**src/sv/vgf_pkg.sv**
```systemverilog
`timescale 1ns / 1ps
// ---------------------------------------------------------------------------
// vgf_pkg: shared types and constants of the vertical gradient filter
// Field widths, register indexes and the item records passed between the
// front end, the queues and the back end.
// ---------------------------------------------------------------------------
package vgf_pkg;

    localparam int PIX_W     = 8;
    localparam int POS_W     = 10;
    localparam int CFG_W     = 11;
    localparam int CFG_IDX_W = 2;
    localparam int LINE_W    = 2 * PIX_W;
    localparam int MIN_SIZE  = 3;

    // Register indexes of the configuration port
    localparam logic [CFG_IDX_W-1:0] REG_IMAGE_WIDTH  = 2'd0;
    localparam logic [CFG_IDX_W-1:0] REG_IMAGE_HEIGHT = 2'd1;

    // Reset value of both size registers
    localparam logic [CFG_W-1:0] SIZE_RESET = 11'd1024;

    // Depth of the queue between front and back, and of the result queue
    localparam int MID_DEPTH = 2;
    localparam int OUT_DEPTH = 2;

    // Classified input item, as the back end needs it
    typedef struct packed {
        logic             emit;      // item produces a result
        logic             interior;  // result centre is not on the top row or left column
        logic             last;      // result is the last of the frame
        logic [POS_W-1:0] out_row;
        logic [POS_W-1:0] out_col;
        logic [PIX_W-1:0] pixel;
    } vgf_tag_t;

    // Result item
    typedef struct packed {
        logic [PIX_W-1:0] value;
        logic [POS_W-1:0] out_row;
        logic [POS_W-1:0] out_col;
        logic             frame_last;
    } vgf_result_t;

endpackage

```
**src/sv/vgf_front.sv**
```systemverilog
`timescale 1ns / 1ps
// ---------------------------------------------------------------------------
// vgf_front: position tracking and item classification
// Holds the size registers and the row/column counters, places each pixel
// in the frame and tags it with what the back end must produce for it.
// ---------------------------------------------------------------------------
module vgf_front #(
    parameter int MAX_WIDTH  = 1024,
    parameter int MAX_HEIGHT = 1024
) (
    input  logic                              clk,
    input  logic                              rst_n,
    input  logic                              cfg_write,
    input  logic [vgf_pkg::CFG_IDX_W-1:0]     cfg_index,
    input  logic [vgf_pkg::CFG_W-1:0]         cfg_data,
    input  logic                              accept,
    input  logic [vgf_pkg::PIX_W-1:0]         pixel,
    input  logic                              frame_start,
    output logic [$clog2(MAX_WIDTH)-1:0]      item_addr,
    output vgf_pkg::vgf_tag_t                 item_tag
);

    import vgf_pkg::*;

    localparam int CW  = $clog2(MAX_WIDTH);
    localparam int RW  = $clog2(MAX_HEIGHT);
    localparam int SWW = (CFG_W > CW + 1) ? CFG_W : CW + 1;
    localparam int SHW = (CFG_W > RW + 1) ? CFG_W : RW + 1;

    logic [CFG_W-1:0] image_width_reg;
    logic [CFG_W-1:0] image_height_reg;
    logic [CW-1:0]    col_reg;
    logic [CW-1:0]    col_next;
    logic [RW-1:0]    row_reg;
    logic [RW-1:0]    row_next;

    logic [SWW-1:0]   w_cfg;
    logic [SWW-1:0]   w_lim;
    logic [SHW-1:0]   h_cfg;
    logic [SHW-1:0]   h_lim;
    logic [CW-1:0]    c_start;
    logic [RW-1:0]    r_start;
    logic [CW-1:0]    c_cur;
    logic [RW-1:0]    r_cur;
    logic [SWW-1:0]   c_inc;
    logic [SHW-1:0]   r_inc;

    // Limit the sizes to the supported range
    assign w_cfg = SWW'(image_width_reg);
    assign h_cfg = SHW'(image_height_reg);
    assign w_lim = (w_cfg < SWW'(MIN_SIZE)) ? SWW'(MIN_SIZE) :
                   (w_cfg > SWW'(MAX_WIDTH)) ? SWW'(MAX_WIDTH) : w_cfg;
    assign h_lim = (h_cfg < SHW'(MIN_SIZE)) ? SHW'(MIN_SIZE) :
                   (h_cfg > SHW'(MAX_HEIGHT)) ? SHW'(MAX_HEIGHT) : h_cfg;

    // Place the pixel: restart on frame start, wrap counters past the size
    assign c_start = frame_start ? '0 : col_reg;
    assign r_start = frame_start ? '0 : row_reg;
    assign c_cur   = (SWW'(c_start) >= w_lim) ? '0 : c_start;
    assign r_cur   = (SHW'(r_start) >= h_lim) ? '0 : r_start;
    assign c_inc   = SWW'(c_cur) + SWW'(1);
    assign r_inc   = SHW'(r_cur) + SHW'(1);

    // Step to the next position
    always_comb
    begin
        col_next = CW'(c_inc);
        row_next = r_cur;
        if (c_inc >= w_lim)
        begin
            col_next = '0;
            row_next = (r_inc >= h_lim) ? '0 : RW'(r_inc);
        end
    end

    // Tag the item
    assign item_addr         = c_cur;
    assign item_tag.emit     = (r_cur != '0) && (c_cur != '0);
    assign item_tag.interior = (r_cur > RW'(1)) && (c_cur > CW'(1));
    assign item_tag.last     = (SHW'(r_cur) == h_lim - SHW'(1)) &&
                               (SWW'(c_cur) == w_lim - SWW'(1));
    assign item_tag.out_row  = POS_W'(r_cur - RW'(1));
    assign item_tag.out_col  = POS_W'(c_cur - CW'(1));
    assign item_tag.pixel    = pixel;

    // Hold size registers and position counters
    always_ff @(posedge clk or negedge rst_n)
    begin
        if (!rst_n)
        begin
            image_width_reg  <= SIZE_RESET;
            image_height_reg <= SIZE_RESET;
            col_reg          <= '0;
            row_reg          <= '0;
        end
        else
        begin
            if (cfg_write)
            begin
                case (cfg_index)
                    REG_IMAGE_WIDTH:  image_width_reg  <= cfg_data;
                    REG_IMAGE_HEIGHT: image_height_reg <= cfg_data;
                    default:          ;
                endcase
            end
            if (accept)
            begin
                col_reg <= col_next;
                row_reg <= row_next;
            end
        end
    end

endmodule

```
**config.mk**
```make
export PLATFORM = sky130hd
export DESIGN_NAME = vgf_front
export DESIGN_NICKNAME = d
export VERILOG_FILES = /design/src/sv/vgf_pkg.sv /design/src/sv/vgf_front.sv
export SDC_FILE = /design/constraint.sdc
export NUM_CORES = 1
export LEC_CHECK = 0
export BUFFER_PORTS_ARGS = -buffer_cell sky130_fd_sc_hd__buf_2
export CAP_MARGIN = 20
export CORE_ASPECT_RATIO = 0.9
export CORE_MARGIN = 2
export CORE_UTILIZATION = 64
export DETAILED_ROUTE_END_ITERATION = 8
export PLACE_DENSITY_LB_ADDON = 0.1
export SYNTH_ARGS = -nofsm -noshare
export SYNTH_HDL_FRONTEND = slang
export SYNTH_SLANG_ARGS = --single-unit
export TNS_END_PERCENT = 5
```
**constraint.sdc**
```tcl
create_clock -name clk -period 9.3 [get_ports clk]
set_input_delay 0.93 -clock clk [delete_from_list [all_inputs] [get_ports clk]]
set_output_delay 0.93 -clock clk [all_outputs]
set_load 0.01 [all_outputs]
```
-- Yosys cells after proc, flatten, opt, wreduce, memory -nomap -nowiden
Cells that the tools add are included.
- flip-flop bits (word level): 42
- input bits: 26
- output and inout port bits: 41
- logic and storage cells: 42
- $add $sub $neg: 6
- $lt $le $gt $ge: 10
- equality and inequality tests: 3
- muxes and demuxes: 11
- reductions and logical operators: 8
- operators by type and width (kind ; count):
    10-bit two-way mux ; 7
    11-bit two-way mux ; 4
    10-bit by 1-bit adder with 11-bit output, second input constant ; 2
    10-bit by 11-bit equality test with 1-bit output ; 2
    10-bit by 11-bit >= comparator with 1-bit output ; 2
    11-bit >= comparator ; 2
    11-bit greater-than comparator, second input constant ; 2
    11-bit by 2-bit less-than comparator with 1-bit output, second input constant ; 2
    11-bit by 1-bit subtractor with 11-bit output, second input constant ; 2
    10-bit by 1-bit greater-than comparator with 1-bit output, second input constant ; 2
    10-bit nonzero test ; 2
    10-bit by 1-bit subtractor with 10-bit output, second input constant ; 2
    2-bit AND reduction ; 2
    1-bit logical AND ; 3
    2-bit by 1-bit equality test with 1-bit output, second input constant ; 1
    2-bit zero test ; 1

-- Depth between registers and ports, before layout
- depth after elaboration: 9
- depth in mapped cells: 29
- depth with buffers taken out: 26

-- Least setup slack after synthesis
No wires, ideal clock.
- kind: input to register
- start point: input port frame_start
- end point: register row_reg[2]
- library setup time: 126 ps
- arrival: 5767 ps
- data required time: 9174 ps
- setup slack: 3407 ps
- cell stages on the path: 26
- path buffers: 5
- cell sequence: buf_2 -> clkbuf_1 -> nor2b_1 -> ha_1 -> a211o_1 -> a21oi_1 -> o21ai_1 -> o21a_1 -> buf_6 -> clkbuf_1 -> or2_2 -> inv_1 -> ha_1 -> nand4_1 -> nor2_1 -> xnor2_1 -> nor2_1 -> ha_1 -> a21o_1 -> a21o_1 -> a211o_1 -> o221a_2 -> o221a_2 -> clkbuf_1 -> a221oi_1 -> nor2_1
- elaborated cells between the ends (all ways): 12
- classes of those cells: 2 x add/sub; 4 x order compare; 6 x mux
- RTL lines (element ; line ; RTL):
    start, declared ; vgf_front.sv:18 ; input logic frame_start,
    10-bit two-way mux (*) ; vgf_front.sv:57 ; assign c_start = frame_start ? '0 : col_reg;
    10-bit by 11-bit >= comparator with 1-bit output ; vgf_front.sv:59 ; assign c_cur = (SWW'(c_start) >= w_lim) ? '0 : c_start;
    10-bit two-way mux (*) ; vgf_front.sv:59 ;
    net item_addr[0] ; vgf_front.sv:19 ; output logic [$clog2(MAX_WIDTH)-1:0] item_addr,
    10-bit by 1-bit adder with 11-bit output (*) ; vgf_front.sv:61 ; assign c_inc = SWW'(c_cur) + SWW'(1);
    11-bit >= comparator (*) ; vgf_front.sv:69 ; if (c_inc >= w_lim)
    10-bit two-way mux (*) ; vgf_front.sv:69 ;
    end signal, assigned ; vgf_front.sv:109 ; row_reg <= row_next;
    end, declared ; vgf_front.sv:34 ; logic [RW-1:0] row_reg;
The timed path passes the listed nets; every way through them passes the cells marked *.
A chain may end at the register's enable or synchronous reset.

-- Final worst setup path
- start point: register image_width_reg[2]
- end point: register col_reg[6]
- word-level cells in the longest chain between the ends: 8
- elaborated cells between the ends (all ways): 9
- classes of those cells: 1 x add/sub; 4 x order compare; 4 x mux
- RTL lines (element ; line ; RTL):
    start, declared ; vgf_front.sv:30 ; logic [CFG_W-1:0] image_width_reg;
    start signal, assigned ; vgf_front.sv:101 ; REG_IMAGE_WIDTH: image_width_reg <= cfg_data;
    11-bit greater-than comparator ; vgf_front.sv:52 ; (w_cfg > SWW'(MAX_WIDTH)) ? SWW'(MAX_WIDTH) : w_cfg;
    11-bit two-way mux ; vgf_front.sv:52 ;
    11-bit two-way mux (*) ; vgf_front.sv:51 ; assign w_lim = (w_cfg < SWW'(MIN_SIZE)) ? SWW'(MIN_SIZE) :
    10-bit by 11-bit >= comparator with 1-bit output ; vgf_front.sv:59 ;
    10-bit two-way mux ; vgf_front.sv:59 ;
    10-bit by 1-bit adder with 11-bit output ; vgf_front.sv:61 ;
    11-bit >= comparator ; vgf_front.sv:69 ;
    10-bit two-way mux (*) ; vgf_front.sv:69 ;
    end signal, assigned ; vgf_front.sv:108 ; col_reg <= col_next;
    end, declared ; vgf_front.sv:32 ; logic [CW-1:0] col_reg;
Mark *: on every way between the ends. The rest lies on a longest branch, timed or not.

==> impl_results.md <==
- Status: completed
- DIE AREA: 8170 µm²
- Pwr/cell area: 167 nW/µm²
- Largest net degree at the start of global routing: 43
- Clock slew at the register clock pins of the worst setup and hold paths: 0.08 ns
- Iter 0 DRT Violations: 321
- Drt wl/cell: 18.9 µm
- Hold Vio Cnt, Final: 0
- Routability congestion estimate: 0.988
- Site Rows: 29
- RSZ-0062 raised after global routing: no
- Post-cts resize count: 0
- Crit-path max cell delay: 0.70 ns
- DRT Pass-1 Iters: 5
- Setup crit start: image_width_reg[2]
- Synth warnings: 0
- Crit path arrival time: 6.95 ns
- Diode count: 0
- Syn_nets: 678
- Synth area leaders: dfrtp_1, ha_1, xnor2_1
- Seq pwr share: 30.8%
- Port buffer count: 50
- Num CTS Buffers: 5
- Core area: 7150 µm²
- P_int: 0.460 mW
- Syn_area_per_cell: 7.96 µm²
- Fmax: 149 MHz
- Max-Cap Viols: 0
- Hold Slack: 0.537 ns
- Worst min-delay path startpoint: image_width_reg[0]
- Vias/cell: 6.45
- Vias in the first global route: 4191
- Count of final setup violators: 0
- Final setup margin: 2.57 ns
- # clock sinks: 42
- Final min period: 6.73 ns
- Clock power share: 14.3%
- CTS H-Tree Depth: 2
- Yosys reg bits: 42
- CP Capture Type: flop
- Skew final: 0.0113 ns
- Setup Total Neg Slack: 0 ns
- RR Startpoint: image_width_reg[2]
- Yosys cell types: 70
- Predominant post-synthesis flop cell: dfrtp_1
- Final WL: 13.5 mm
- Synthesized area: 4780 µm²
- Die Y: 86.0 µm
- First-pass GRT wire length: 21.6 mm
- Worst hold path type: flop to flop
- Static leakage: 2.35 nW
- Switching portion of total power: 45.4%
- DR vias: 4608
- IO Count: 67
- Pre-CTS WS: 2.60 ns
- Layout cells sized above 1: 15.1%
- Nets: 698
- Final worst path period share: 72.4%
- Psw: 0.382 mW
- Sequential share of the synthesized area: 22.0%
- Worst EP required: 9.51 ns
- Initial core utilization: 66.8%
- Post-DP HPWL: 10.6 mm
- Number of hold buffers added after CTS: 0
- Final global-route overflow total: 0
- Die X: 95.1 µm
- Fin util: 70.6%
- Peak supply drop: 0.000119 V
- ANT nets after route: 0
- CP max-delay cell: nor2_1
- Clock Path Buffers: 2
- Async S/R FF share, synth: 100%
- Pins over their slew limit: 0
- Crit path max-delay family: simple AND/OR/NAND/NOR gates
- WP buf/inv: 1
- Area grow syn2layout: 5.55%
- Commonest cells in the synthesized netlist: nor2_1, nand2_1, ha_1, dfrtp_1
- Area leader, netlist: dfrtp_1
- Critical Path Fanout Max: 17
- WS Path Type: flop to flop
- Post-CTS Setup Repair Bufs: 0
- Most used cell, CP: nor2_1
- Synth Instances: 600
- Total GRT Usage: 34.0%
- Share of the synthesized area in the top cell type: 20.9%
- CTS tree: done
- Combinational share of power: 54.9%
- # DRC: 0
- Slew headroom: 30.2%
- Worst-Skew Late Latency: 0.29 ns
- Number of synthesized flops with an enable pin: 0
- Initial antenna violation count: 0
- CTS root buf: clkbuf_8
- Worst Tran Pin Value: 1.05 ns
- Top-count cell post-synth: nor2_1
- Worst Setup Start Kind: flop
==> power by group through the flow <==
| stage | sequential, mW | combinational [mW] | clock, mW |
|---|---|---|---|
| finish | 0.260 | 0.462 | 0.121 |
| global route | 0.264 | 0.511 | 0.130 |
| CTS | 0.257 | 0.456 | 0.122 |
| detailed placement | 0.261 | 0.451 | 0 |
| global placement | 0.259 | 0.439 | 0 |
| floorplan | 0.236 | 0.350 | 0 |
==> cells in the final DEF (no fill, tap or decap), types with 6 or more instances in the layout <==
master	n
a211oi_1	8
o21a_1	7
and3_1	9
dfrtp_1	40
clkbuf_8	6
o21ai_0	34
nor3_1	14
nand2_1	55
inv_1	34
nor2b_1	14
nand2b_1	15
a21o_1	9
nand4_1	6
mux2_2	20
xor2_1	13
a31oi_1	9
ha_1	52
a21oi_1	27
nand3_1	20
buf_2	50
xnor2_1	27
nor4_1	10
nor2_1	59
==> path summary, 6_finish.rpt <==
| path | endpoint | depth (start not counted) | slack, ns |
|---|---|---|---|
| worst max-delay path | col_reg[6] | 26 | 2.57 |
| worst min-delay path | image_width_reg[0] | 1 | 0.54 |
| worst max register to register | col_reg[6] | 26 | 2.57 |
| worst min register to register | image_width_reg[0] | 1 | 0.54 |
| max in group asynchronous | image_width_reg[4] | 1 | 7.94 |
| min in group asynchronous | row_reg[6] | 1 | 0.77 |
==> per-stage QoR <==
step | std cells | area [µm²] | total power [mW]
floorplan | 600 | 4780 | 0.586
CTS | 714 | 5040 | 0.835
global placement | 706 | 4950 | 0.697
finish | 714 | 5040 | 0.842
detailed placement | 706 | 4950 | 0.712
global route | 714 | 5040 | 0.905
==> cells by family after synthesis <==
group | synth area share (%)
and+or+nand+nor | 25.5
AOI/OAI and AO/OA | 18.6
buffers and inverters | 6.94
adders and majority gates | 13.6
DFF | 22.0
xor gates and xnor gates | 7.80
muxes | 5.55
==> layer usage <==
metal  global-route usage [%]  up-vias  share of wire (%)
met4                     7.64        0                1.5
met5                        0        -                  0
met1                     49.6     2151                 45
met3                     4.83       20                8.5
li1                         -     2186                  -
met2                     53.4      251                 45
==> final cells by class <==
type,count,area (µm²)
Clock buffer,7,86.3
Clock inverter,1,5.00
Fill cell,618,2100
Inverter,35,131
Multi-Input combinational cell,485,3390
Sequential cell,42,1050
Tap cell,93,116
Timing Repair Buffer,51,258
No activity file was read; power rests on OpenSTA's default activity.
