**src/sv/vgf_fifo.sv**
```systemverilog
`timescale 1ns / 1ps
// ---------------------------------------------------------------------------
// vgf_fifo: small register queue
// Holds up to DEPTH items; full and empty come straight from the fill count.
// ---------------------------------------------------------------------------
module vgf_fifo #(
    parameter int WIDTH = 8,
    parameter int DEPTH = 2
) (
    input  logic             clk,
    input  logic             rst_n,
    input  logic             push,
    input  logic [WIDTH-1:0] wdata,
    output logic             full,
    input  logic             pop,
    output logic [WIDTH-1:0] rdata,
    output logic             empty
);

    localparam int PTR_W = (DEPTH > 1) ? $clog2(DEPTH) : 1;
    localparam int CNT_W = $clog2(DEPTH + 1);

    logic [WIDTH-1:0] entries_reg [DEPTH];
    logic [PTR_W-1:0] wr_ptr_reg;
    logic [PTR_W-1:0] rd_ptr_reg;
    logic [CNT_W-1:0] count_reg;
    logic             do_push;
    logic             do_pop;

    assign full    = (count_reg == CNT_W'(DEPTH));
    assign empty   = (count_reg == '0);
    assign do_push = push && !full;
    assign do_pop  = pop && !empty;
    assign rdata   = entries_reg[rd_ptr_reg];

    // Store the pushed item
    always_ff @(posedge clk)
    begin
        if (do_push)
        begin
            entries_reg[wr_ptr_reg] <= wdata;
        end
    end

    // Advance pointers and fill count
    always_ff @(posedge clk or negedge rst_n)
    begin
        if (!rst_n)
        begin
            wr_ptr_reg <= '0;
            rd_ptr_reg <= '0;
            count_reg  <= '0;
        end
        else
        begin
            if (do_push)
            begin
                wr_ptr_reg <= (wr_ptr_reg == PTR_W'(DEPTH - 1)) ? '0 : wr_ptr_reg + 1'b1;
            end
            if (do_pop)
            begin
                rd_ptr_reg <= (rd_ptr_reg == PTR_W'(DEPTH - 1)) ? '0 : rd_ptr_reg + 1'b1;
            end
            if (do_push && !do_pop)
            begin
                count_reg <= count_reg + 1'b1;
            end
            else if (do_pop && !do_push)
            begin
                count_reg <= count_reg - 1'b1;
            end
        end
    end

endmodule

```
**config.mk**
```make
export PLATFORM = sky130hd
export DESIGN_NAME = vgf_fifo
export DESIGN_NICKNAME = d
export VERILOG_FILES = /design/src/sv/vgf_fifo.sv
export SDC_FILE = /design/constraint.sdc
export NUM_CORES = 1
export LEC_CHECK = 0
export ABC_AREA = 1
export CAP_MARGIN = 20
export CORE_MARGIN = 4
export CORE_UTILIZATION = 52
export CTS_BUF_LIST = sky130_fd_sc_hd__clkbuf_16
export CTS_CLUSTER_SIZE = 25
export DETAILED_ROUTE_END_ITERATION = 7
export DONT_BUFFER_PORTS = 1
export GPL_TIMING_DRIVEN = 0
export PLACE_DENSITY = 0.7
export SLEW_MARGIN = 15
export SYNTH_ARGS = -nofsm -noshare
export SYNTH_HDL_FRONTEND = slang
export SYNTH_SLANG_ARGS = --single-unit
export TNS_END_PERCENT = 20
```
**constraint.sdc**
```tcl
create_clock -name clk -period 1.42 [get_ports clk]
set_input_delay 0.213 -clock clk [delete_from_list [all_inputs] [get_ports clk]]
set_output_delay 0.213 -clock clk [all_outputs]
set_load 0.01 [all_outputs]
```
Word-level counts from Yosys, hierarchy flattened
Memories as Yosys holds them, arrays and structs flattened.
Index checks and enable logic that the tools add are counted.
- bits in registers: 4
- latch bits: 0
- RAM bits: 16
- bits in read-only memories: 0
- input bits: 12
- logic and storage cells: 25
- memories: 1
- add/sub/neg operators: 4
- multipliers: 0
- div/mod/pow operators: 0
- $lt $le $gt $ge: 0
- equal/unequal tests: 1
- shifts and indexed selects: 0
- multiplexer cells: 6
- bitwise gates (word level): 0
- reductions and logical operators: 10
- memories (name ; depth ; bits a word ; rd ports ; clocked after Yosys merged registers in ; wr ports ; line ; text):
    entries_reg ; 2 ; 8 ; 1 ; 0 ; 1 ; 23 ; logic [WIDTH-1:0] entries_reg [DEPTH];
- operators with widths (kind ; number):
    logical AND 1 bit ; 4
    zero test 1 bit ; 4
    2-to-1 mux 1 bit ; 4
    2-to-1 mux 2 bit ; 2
    adder 1 bit, second input constant ; 2
    adder 2 x 1 -> 2 bit, second input constant ; 1
    equality test 2 bit, second input constant ; 1
    zero test 2 bit ; 1
    nonzero test 2 bit ; 1
    subtractor 2 x 1 -> 2 bit, second input constant ; 1

Logic depth before layout (Yosys ltp)
Gate-level depths: netlist of the first run.
- depth in word-level cells: 7
- gate-level depth with buffers: 9
- gate-level depth less buffers: 9

Worst setup path before layout of the first run
Ideal clock, no wire load.
- path type: reg2reg
- from: register count_reg[1]
- to: memory entries_reg[1][0], enable pin
- library setup time: 0.371 ns
- data arrival time: 0.951 ns
- required time: 1.049 ns
- slack: 0.098 ns
- stages on the path, launching flop included: 4
- buffers on the path: 0
- cell sequence: dfrtp_1 > inv_1 > o21ai_0 > nor2_1
- cells in the longest elaborated chain, start to end: 5
- ends and longest elaborated chain (item ; line ; text):
    start: declaration ; 26 ; logic [CNT_W-1:0] count_reg;
    start signal: assignment ; 66 ; count_reg <= count_reg + 1'b1;
    start signal: assignment ; 70 ; count_reg <= count_reg - 1'b1;
    equality test 2 bit ; 30 ; assign full = (count_reg == CNT_W'(DEPTH));
    zero test 1 bit ; 32 ; assign do_push = push && !full;
    logical AND 1 bit ; 32 ;
    2-to-1 mux 1 bit ; 39 ; if (do_push)
    2-to-1 mux 1 bit (implied by the code) ; 41 ; entries_reg[wr_ptr_reg] <= wdata;
    end: declaration ; 23 ;
Every way passes these cells.

Worst setup path in the final report of the first run
- from: register count_reg[1]
- to: register count_reg[1]
- cells in the longest elaborated chain, start to end: 6
- ends and longest elaborated chain (item ; line):
    equality test 2 bit / zero test 2 bit (equally long branches) ; 30, 31
    zero test 1 bit (on tied branches) ; 32, 33
    logical AND 1 bit (on tied branches) ; 32, 33
    zero test 1 bit (on tied branches) ; 68, 64
    logical AND 1 bit (on tied branches) ; 68, 64
    nonzero test 2 bit (no source line) / 2-to-1 mux 2 bit (equally long branches) ; -
Parallel ways exist; a longest one is shown, timed or not. The select of a mux whose other input is x is not followed.
A chain may end at the register's enable or synchronous reset.

==> results of run 1 <==
[routing by layer]
layer  share of wire, %  vias to the layer above  track usage, %
met1                 37                      246            15.0
met2                 50                       31            24.3
met5                  0                        -               0
met4                2.7                        0            10.5
li1                   -                      251               -
met3                 10                        5            5.64
[layout make-up]
cell class | instances | area [sq um]
fill | 92 | 365
tap | 15 | 18.8
sequential | 20 | 582
inverter | 8 | 36.3
buffer | 1 | 5.00
multi-input combinational | 44 | 238
clock inverter | 1 | 30.0
timing repair buffer | 4 | 32.5
clock buffer | 3 | 75.1
[worst max-delay path by stage]
| stage | start | to | slack (ns) | cells past startpoint |
|---|---|---|---|---|
| 2_1_floorplan | count_reg[1] | entries_reg[1][0] | 0.1 | 3 |
| 3_3_place_gp | count_reg[1] | entries_reg[1][6] | -0.12 | 3 |
| 3_5_place_dp | count_reg[1] | entries_reg[1][1] | -0.15 | 3 |
| 4_1_cts | count_reg[0] | count_reg[1] | -0.03 | 7 |
| 5_1_grt | count_reg[1] | count_reg[1] | -0.06 | 7 |
| 6_report | count_reg[1] | count_reg[1] | 0.03 | 7 |
[synthesized netlist by cell type, drive strengths merged]
library cell and number:
nand2 33, o21ai 2, inv 8, buf 1
nand3 1, edfxtp 16, nand3b 1, xnor2 1
nand4 1, ha 1, nor2 4, dfrtp 4
[metrics by stage]
step | setup TNS [ns] | cells
after floorplan | 0 | 73
after global placement | -0.953 | 88
after detailed placement | -1.27 | 88
after CTS | -0.0334 | 93
after global routing | -0.0621 | 96
final | 0 | 96
[logic make-up (layout without fill, tap and decap cells)]
| family | Yosys count | in the layout |
|---|---|---|
| AO/OA/AOI/OAI | 2 | 2 |
| XOR/XNOR | 1 | 1 |
| adder cells (fa/ha/maj) | 1 | 1 |
| buffers and inverters | 9 | 17 |
| flip-flops | 20 | 20 |
| AND/OR/NAND/NOR | 40 | 40 |
[where the power goes]
part	total (uW)	internal, uW	leakage, uW	switching, uW
logic	796	263	0.000181	533
registers	914	820	0.000196	94.2
clock network	766	559	0.0000511	207
total	2480	1640	0.000428	834
[timing repair]
action | in CTS | in global routing
buffers inserted | 0 | 3
resized for setup | 1 | 12
hold buffers | 1 | 0
pin swaps | 0 | 2
setup endpoints to repair | 9 | 19
hold endpoints to repair | 4 | 0
==> impl_metrics.sql, run 1 <==
INSERT INTO impl_metrics (metric_group, metric, value, unit) VALUES
('pwr', 'leakage', '0.000428', 'uW'),
('sta', 'fmax', '719', 'MHz'),
('final_layout', 'most-common-layout-cells', 'sky130_fd_sc_hd__nand2_1 (32), sky130_fd_sc_hd__edfxtp_1 (16), sky130_fd_sc_hd__inv_1 (5)', ''),
('floorplan', 'floorplan.rows', '13', ''),
('clock_network', 'cts_max_level', '1', ''),
('final_layout', 'layout.core_utilization', '73.6', '%'),
('setup_path', 'critical_path.top_delay_family', 'flip-flops', ''),
('global_route', 'first_global_vias', '523', ''),
('final_layout', 'area_growth_syn_to_layout', '25.7', '%'),
('setup_path', 'criticalPathCategory', 'register to register', ''),
('synth', 'synth_largest_area_cell', 'sky130_fd_sc_hd__edfxtp_1', ''),
('place', 'hpwl', '922', 'microns'),
('clock_network', 'cts_sinks', '20', ''),
('clock_network', 'clk-insertion-delay-late', '0.25', 'ns'),
('setup_path', 'worst-path-buf-inv', '2', ''),
('global_route', 'largest_net_degree_at_the_start_of_global_routing', '13', ''),
('synth', 'synth-compound-area-share', '1.24', '%'),
('global_route', 'global_route.overflow_total', '0', ''),
('job', 'timing.max_cap.violations', '0', ''),
('floorplan', 'start_util', '58.6', '%'),
('global_route', 'antenna_violations_before_repair', '0', ''),
('pwr', 'report.power.total', '2480', 'uW'),
('synth', 'yosys_warnings', '0', ''),
('synth', 'yosys.area.top_type_share', '59.4', '%'),
('sta', 'final_max_slew_viol_count', '0', ''),
('pwr', 'power.density', '2430', 'nW/um^2'),
('route', 'drt_first_pass_iters', '4', ''),
('setup_path', 'cp-end-kind', 'register', ''),
('clock_network', 'max-clock-path-buffers', '2', ''),
('synth', 'synthAdderAreaFrac', '1.55', '%'),
('route', 'vias_per_cell', '5.55', ''),
('route', 'routed-via-count', '533', ''),
('setup_path', 'critPathMostFrequentCell', 'sky130_fd_sc_hd__nand2_1', ''),
('synth', 'yosys-mux-area-fraction', '0', '%'),
('final_layout', 'ant_diodes', '0', ''),
('route', 'drc', '0', ''),
('synth', 'synth.avg_cell_area', '11.1', 'sq um'),
('clock_network', 'tritoncts', 'built', ''),
('sta', 'min_period', '1.39', 'ns'),
('setup_path', 'critical_path.reg2reg.startpoint', 'count_reg[1]', ''),
('route', 'wire_per_inst', '16.3', 'microns'),
('route', 'drt_first_iter_violations', '19', ''),
('min_path', 'hold_end', 'entries_reg[1][3]', ''),
('floorplan', 'fp.dieArea', '2250', 'sq um'),
('place', 'gp_congestion', '0.722', ''),
('synth', 'mappedNetlistNets', '86', ''),
('synth', 'synth.ff_latch_count', '20', ''),
('status', 'outcome', 'completed', ''),
('final_layout', 'layout.cells.most_common', 'sky130_fd_sc_hd__nand2_1', ''),
('route', 'detail-route-antenna-nets', '0', ''),
('final_layout', 'fin_nets', '95', ''),
('synth', 'syn_inst', '73', ''),
('setup_path', 'r2r_cells', '7', ''),
('synth', 'yosysSeqAreaShare', '71.7', '%'),
('clock_network', 'clk_transition_reported_paths', '0.06', 'ns'),
('setup_path', 'critPathLaunchType', 'register', ''),
('min_path', 'timing.hold.worst.class', 'input pin to register', ''),
('pwr', 'max-vdd-ir-drop', '0.00186', 'V'),
('setup_path', 'critical_path_required', '1.56', 'ns'),
('synth', 'simple_gate_share_of_the_synthesized_area', '20.1', '%'),
('global_route', 'grt_pass1_wl', '2.16', 'mm'),
('place', 'place_area', '828', 'sq um'),
('final_layout', 'fin_area', '1020', 'sq um'),
('floorplan', 'placeableCoreArea', '1380', 'sq um'),
('clock_network', 'numCtsBuffers', '3', ''),
('route', 'drt_wl_total', '1.56', 'mm'),
('synth', 'yosys.area_share.xor_xnor', '1.08', '%'),
('synth', 'post_synth_instance_area', '810', 'sq um'),
('sta', 'relSlewSlack', '70.0', '%'),
('setup_path', 'path_cells', 'buf_4, o21ai_4, ha_4, inv_1, nand3_1, nand2_1, nand2_1', ''),
('sta', 'holdWs', '0.0537', 'ns');
(Power assumes the default switching activity.)
==> inputs of run 2 (changes only) <==
CAP_MARGIN = 10   (was 20)
CORE_UTILIZATION = 62   (was 52)
PLACE_DENSITY = 0.78   (was 0.7)
clock period = 1.8 ns   (was 1.42 ns; I/O delays follow)
==> impl_metrics.sql, run 2 (synthesis gave the netlist of run 1 again) <==
INSERT INTO impl_metrics (metric_group, metric, value, unit) VALUES
('status', 'outcome', 'completed', ''),
('pwr', 'leakage', '0.000409', 'uW'),
('clock_network', 'cts_max_level', '1', ''),
('clock_network', 'tritoncts', 'built', ''),
('sta', 'totalNegativeSetupSlack', '0', 'ns'),
('sta', 'number_of_hold_slack_violations_in_the_final_timing_report', '0', ''),
('setup_path', 'r2r_cells', '3', ''),
('global_route', 'global_route.overflow_total', '0', ''),
('final_layout', 'final-seq-area', '581', 'sq um'),
('place', 'gp_congestion', '0.809', ''),
('setup_path', 'setup.worst_path.end', 'entries_reg[1][1]', ''),
('setup_path', 'criticalPathCategory', 'register to register', ''),
('place', 'hpwl', '909', 'microns'),
('sta', 'final-setup-viol-count', '0', ''),
('sta', 'worst_slew_pin_slew', '0.639', 'ns'),
('route', 'drc', '0', ''),
('final_layout', 'layout.cells.most_common', 'sky130_fd_sc_hd__nand2_1', ''),
('sta', 'min_period', '1.54', 'ns'),
('pwr', 'seqPwrFrac', '43.4', '%'),
('floorplan', 'start_util', '69.1', '%'),
('clock_network', 'ctsRootBufferMaster', 'sky130_fd_sc_hd__clkbuf_16', ''),
('setup_path', 'critical_path_required', '1.68', 'ns'),
('route', 'vias_per_cell', '5.28', ''),
('floorplan', 'fp.dieArea', '1950', 'sq um'),
('setup_path', 'critical_path.reg2reg.startpoint', 'count_reg[1]', ''),
('sta', 'finalClockSkew', '0.00413', 'ns'),
('route', 'drt_first_iter_violations', '10', ''),
('setup_path', 'setup.reg_to_reg.worst_slack', '0.26', 'ns'),
('pwr', 'power.net_switching', '553', 'uW'),
('route', 'routed-via-count', '486', ''),
('sta', 'final_max_slew_viol_count', '0', ''),
('final_layout', 'total_area_of_multi_input_combinational_cells', '194', 'sq um'),
('final_layout', 'area_growth_syn_to_layout', '13.1', '%'),
('global_route', 'grt_pass1_wl', '2.15', 'mm'),
('clock_network', 'numCtsBuffers', '3', ''),
('pwr', 'switching_share', '34.0', '%'),
('route', 'detail-route-antenna-nets', '0', ''),
('route', 'wire_per_inst', '15.0', 'microns'),
('setup_path', 'setup.worst_path.start', 'count_reg[1]', ''),
('floorplan', 'io_pins', '22', ''),
('final_layout', 'number_of_flip_flops_in_the_largest_register', '16', ''),
('floorplan', 'floorplan.rows', '12', ''),
('pwr', 'share_comb_of_total_power', '30.0', '%'),
('place', 'numPortBuffers', '0', ''),
('floorplan', 'fp.dieH', '44.1', 'microns'),
('final_layout', 'layout_cell_share_with_drive_strength_beyond_1', '8.97', '%'),
('global_route', 'antenna_violations_before_repair', '0', ''),
('global_route', 'largest_net_degree_at_the_start_of_global_routing', '12', ''),
('setup_path', 'reg2reg_to', 'entries_reg[1][1]', ''),
('job', 'timing.max_cap.violations', '0', ''),
('final_layout', 'ant_diodes', '0', ''),
('sta', 'relSlewSlack', '57.3', '%'),
('sta', 'fmax', '651', 'MHz'),
('setup_path', 'cp-end-kind', 'register', ''),
('min_path', 'timing.hold.worst.class', 'input pin to register', ''),
('setup_path', 'critPathArrivalTime', '1.41', 'ns'),
('pwr', 'p_clk_share', '26.6', '%'),
('final_layout', 'fin_nets', '92', ''),
('global_route', 'grt.total_usage', '16.2', '%'),
('route', 'drt_wl_total', '1.38', 'mm'),
('place', 'dpl_worst_slack', '0.276', 'ns'),
('final_layout', 'fillCellCount', '67', ''),
('clock_network', 'clk-insertion-delay-late', '0.25', 'ns'),
('sta', 'setup_repair_after_global_routing_missed_its_margin', 'false', ''),
('pwr', 'p_int', '1070', 'uW'),
('route', 'drt_first_pass_iters', '4', ''),
('final_layout', 'most-common-layout-cells', 'sky130_fd_sc_hd__nand2_1 (33), sky130_fd_sc_hd__edfxtp_1 (16), sky130_fd_sc_hd__inv_1 (8), sky130_fd_sc_hd__dfrtp_1 (4), sky130_fd_sc_hd__clkbuf_16 (3)', ''),
('floorplan', 'die_width', '44.1', 'microns'),
('sta', 'finalWorstSetupSlack', '0.264', 'ns'),
('clock_network', 'max-clock-path-buffers', '2', ''),
('sta', 'fin_crit_sh', '85.3', '%'),
('clock_network', 'post_cts.repair.setup_buffers', '0', ''),
('pwr', 'power.density', '1770', 'nW/um^2'),
('setup_path', 'critPathLaunchType', 'register', ''),
('clock_network', 'cts_sinks', '20', ''),
('final_layout', 'layout.core_utilization', '78.2', '%'),
('pwr', 'max-vdd-ir-drop', '0.00122', 'V'),
('clock_network', 'cts_repair_resize_count', '0', ''),
('clock_network', 'clk_transition_reported_paths', '0.05', 'ns'),
('floorplan', 'placeableCoreArea', '1170', 'sq um'),
('global_route', 'first_global_vias', '473', ''),
('setup_path', 'timing.critical_path.fanout_max', '8', '');
-- run 2: how the worst min path moves through the flow --
stage	start	end	slack [ns]	cells past startpoint
4_1_cts	wdata[3]	entries_reg[0][3]	0.12	0
5_1_grt	wdata[3]	entries_reg[1][3]	0.11	0
2_1_floorplan	rst_n	count_reg[0]	-0.03	0
3_5_place_dp	rst_n	count_reg[0]	-0.03	0
6_report	wdata[5]	entries_reg[1][5]	0.12	0
3_3_place_gp	rst_n	count_reg[0]	-0.03	0
-- run 2: per-stage QoR --
stage	hold WS (ns)	total power, uW	cell area (sq um)	instances
final	0.117	1620	916	92
after global routing	0.107	1730	916	92
after CTS	0.116	1630	916	92
after detailed placement	-0.0255	1180	827	87
after global placement	-0.0255	1160	827	87
after floorplan	-0.0256	1090	810	73
-- run 2: cell type report --
cell class / instances / area share (%)
clock buffers: 3 / 8.20
inverters: 8 / 3.28
well taps: 14 / 1.91
clock inverters: 1 / 0.410
repair buffers: 1 / 1.09
flip-flops and latches: 20 / 63.4
plain buffers: 1 / 0.546
multi-input cells: 44 / 21.2
-- run 2: per-layer routing --
metal | part of all wire [%] | vias to the layer above | GRT usage [%]
met4 | 2.7 | 0 | 7.23
met3 | 9.3 | 6 | 7.72
li1 | - | 247 | -
met1 | 37 | 218 | 15.9
met2 | 51 | 15 | 28.5
met5 | 0 | - | 0
-- run 2: repair_timing --
action / 4_1_cts / 5_1_grt
endpoints found under the hold margin: 4 / 0
hold buffers: 1 / 0
setup endpoints to repair: 0 / 0
-- run 2: worst max-delay path: stages, from the launching register on --
cell and delay [ns]:
sky130_fd_sc_hd__dfrtp_1 0.40, sky130_fd_sc_hd__inv_1 0.12, sky130_fd_sc_hd__o21ai_0 0.12, sky130_fd_sc_hd__nor2_1 0.52
-- run 2: power by group through the flow --
stage | combinational [uW] | clock, uW | sequential, uW
after detailed placement | 471 | 0 | 711
after global routing | 552 | 464 | 717
after global placement | 458 | 0 | 705
after CTS | 490 | 440 | 705
after floorplan | 391 | 0 | 697
final | 488 | 433 | 705
==> inputs of run 3 (changes only) <==
CAP_MARGIN = default   (was 10)
CORE_MARGIN = 2   (was 4)
==> impl_metrics.sql, run 3 (synthesis gave the netlist of run 1 again) <==
INSERT INTO impl_metrics (metric_group, metric, value, unit) VALUES
('clock_network', 'clk-insertion-delay-late', '0.25', 'ns'),
('final_layout', 'final-seq-area', '581', 'sq um'),
('clock_network', 'cts_repair_resize_count', '0', ''),
('final_layout', 'area_growth_syn_to_layout', '13.3', '%'),
('global_route', 'grt_pass1_wl', '1.92', 'mm'),
('route', 'wire_per_inst', '14.2', 'microns'),
('setup_path', 'reg2reg_to', 'entries_reg[1][6]', ''),
('sta', 'min_period', '1.55', 'ns'),
('min_path', 'worstHoldStart', 'wdata[7]', ''),
('clock_network', 'clk_transition_reported_paths', '0.05', 'ns'),
('floorplan', 'floorplan.rows', '13', ''),
('sta', 'worst_slew_pin_slew', '0.661', 'ns'),
('final_layout', 'most-common-layout-cells', 'sky130_fd_sc_hd__nand2_1 (33), sky130_fd_sc_hd__edfxtp_1 (16), sky130_fd_sc_hd__inv_1 (7), sky130_fd_sc_hd__dfrtp_1 (4), sky130_fd_sc_hd__clkbuf_16 (3)', ''),
('final_layout', 'stdcell_count', '93', ''),
('setup_path', 'critical_path.reg2reg.startpoint', 'count_reg[1]', ''),
('clock_network', 'cts_sinks', '20', ''),
('sta', 'final_max_slew_viol_count', '0', ''),
('floorplan', 'io_pins', '22', ''),
('clock_network', 'max-clock-path-buffers', '2', ''),
('pwr', 'max-vdd-ir-drop', '0.00118', 'V'),
('clock_network', 'ctsRootBufferMaster', 'sky130_fd_sc_hd__clkbuf_16', ''),
('floorplan', 'placeableCoreArea', '1250', 'sq um'),
('clock_network', 'post_cts.repair.setup_buffers', '0', ''),
('final_layout', 'fin_nets', '92', ''),
('clock_network', 'cts_max_level', '1', ''),
('global_route', 'first_global_vias', '480', ''),
('final_layout', 'layout_cell_share_with_drive_strength_beyond_1', '8.97', '%'),
('clock_network', 'hold_bufs_inserted_after_cts', '1', ''),
('setup_path', 'critPathLaunchType', 'register', ''),
('route', 'drt_wl_total', '1.32', 'mm'),
('setup_path', 'critical_path_required', '1.68', 'ns'),
('final_layout', 'total_area_of_multi_input_combinational_cells', '194', 'sq um'),
('setup_path', 'r2r_cells', '3', ''),
('place', 'place_area', '828', 'sq um'),
('setup_path', 'cp-end-kind', 'register', ''),
('global_route', 'grt.total_usage', '20.4', '%'),
('sta', 'relSlewSlack', '55.7', '%'),
('pwr', 'report.power.total', '1630', 'uW'),
('status', 'outcome', 'completed', ''),
('global_route', 'global_route.overflow_total', '0', ''),
('sta', 'fin_crit_sh', '86.3', '%'),
('sta', 'number_of_hold_slack_violations_in_the_final_timing_report', '0', ''),
('final_layout', 'number_of_flip_flops_in_the_largest_register', '16', ''),
('place', 'hpwl', '870', 'microns'),
('floorplan', 'die_width', '40.1', 'microns'),
('final_layout', 'layout.cells.most_common', 'sky130_fd_sc_hd__nand2_1', ''),
('final_layout', 'fillCellCount', '87', ''),
('final_layout', 'ant_diodes', '0', ''),
('setup_path', 'path_cells', 'inv_1, o21ai_0, nor2_1', ''),
('setup_path', 'setup.reg_to_reg.worst_slack', '0.25', 'ns'),
('sta', 'fmax', '643', 'MHz'),
('route', 'routed-via-count', '502', ''),
('route', 'vias_per_cell', '5.40', ''),
('pwr', 'leakage', '0.000406', 'uW'),
('route', 'drc', '0', ''),
('min_path', 'worst_hold_path.num_cells', '0', ''),
('sta', 'final-setup-viol-count', '0', ''),
('pwr', 'power.density', '1780', 'nW/um^2'),
('floorplan', 'fp.dieH', '40.1', 'microns'),
('floorplan', 'start_util', '64.6', '%'),
('setup_path', 'criticalPathCategory', 'register to register', ''),
('final_layout', 'fin_area', '917', 'sq um'),
('sta', 'totalNegativeSetupSlack', '0', 'ns'),
('setup_path', 'biggest_cell_delay_along_the_critical_path', '0.53', 'ns'),
('route', 'drt_first_iter_violations', '11', ''),
('min_path', 'timing.hold.worst.class', 'input pin to register', ''),
('min_path', 'hold_end', 'entries_reg[0][7]', ''),
('sta', 'finalClockSkew', '0.00277', 'ns'),
('job', 'timing.max_cap.violations', '0', ''),
('floorplan', 'fp.dieArea', '1610', 'sq um'),
('place', 'numPortBuffers', '0', ''),
('setup_path', 'timing.critical_path.fanout_max', '8', ''),
('setup_path', 'critPathArrivalTime', '1.43', 'ns'),
('setup_path', 'critPathSlowestCell', 'sky130_fd_sc_hd__nor2_1', ''),
('clock_network', 'numCtsBuffers', '3', ''),
('clock_network', 'tritoncts', 'built', ''),
('global_route', 'largest_net_degree_at_the_start_of_global_routing', '12', ''),
('global_route', 'antenna_violations_before_repair', '0', ''),
('route', 'drt_first_pass_iters', '4', ''),
('route', 'detail-route-antenna-nets', '0', ''),
('sta', 'setup_repair_after_global_routing_missed_its_margin', 'false', ''),
('place', 'gp_congestion', '0.828', ''),
('place', 'dpl.cell_count', '88', '');
-- run 3: critical path, delay by kind of cell, from the launching register on --
family,cells,cell delay (ns)
AND/OR/NAND/NOR,1,0.53
flip-flops,1,0.42
buffers and inverters,1,0.12
AO/OA/AOI/OAI,1,0.12
-- run 3: layer usage --
layer | track usage, % | part of all wire (%) | routed length [microns] | vias up
met1 | 17.8 | 38 | 502 | 231
met2 | 37.5 | 51 | 675 | 22
met3 | 7.78 | 7.3 | 97 | 6
met4 | 13.8 | 3.5 | 46 | 0
met5 | 0 | 0 | 0 | -
li1 | - | - | - | 243
-- run 3: area by class of cell --
type | count | share of cell area [%]
clock buffer | 3 | 8.19
clock inverter | 1 | 0.409
inverter | 8 | 3.27
tap | 15 | 2.05
sequential | 20 | 63.3
buffer | 1 | 0.546
timing repair buffer | 1 | 1.09
multi-input combinational | 44 | 21.1
-- run 3: per-stage QoR --
step | worst slack, ns | utilization (%) | hold WS (ns)
finish | 0.246 | 73.2 | 0.114
floorplan | 0.478 | - | -0.0256
CTS | 0.252 | 73.2 | 0.114
global route | 0.147 | 73.2 | 0.109
detailed placement | 0.243 | 66.1 | -0.0255
global placement | 0.261 | 66.1 | -0.0255
-- run 3: report_power, final --
| part | internal, uW | switching [uW] |
|---|---|---|
| logic | 132 | 347 |
| registers | 645 | 62.3 |
| clock network | 295 | 152 |
| total | 1070 | 561 |
-- run 3: how the worst max path moves through the flow --
stage | from | to | slack [ns] | depth (start not counted)
after CTS | count_reg[1] | entries_reg[1][6] | 0.25 | 3
after global placement | count_reg[1] | entries_reg[1][4] | 0.26 | 3
after floorplan | count_reg[1] | entries_reg[1][0] | 0.48 | 3
after global routing | count_reg[1] | entries_reg[1][6] | 0.15 | 3
final | count_reg[1] | entries_reg[1][6] | 0.25 | 3
after detailed placement | count_reg[1] | entries_reg[1][4] | 0.24 | 3
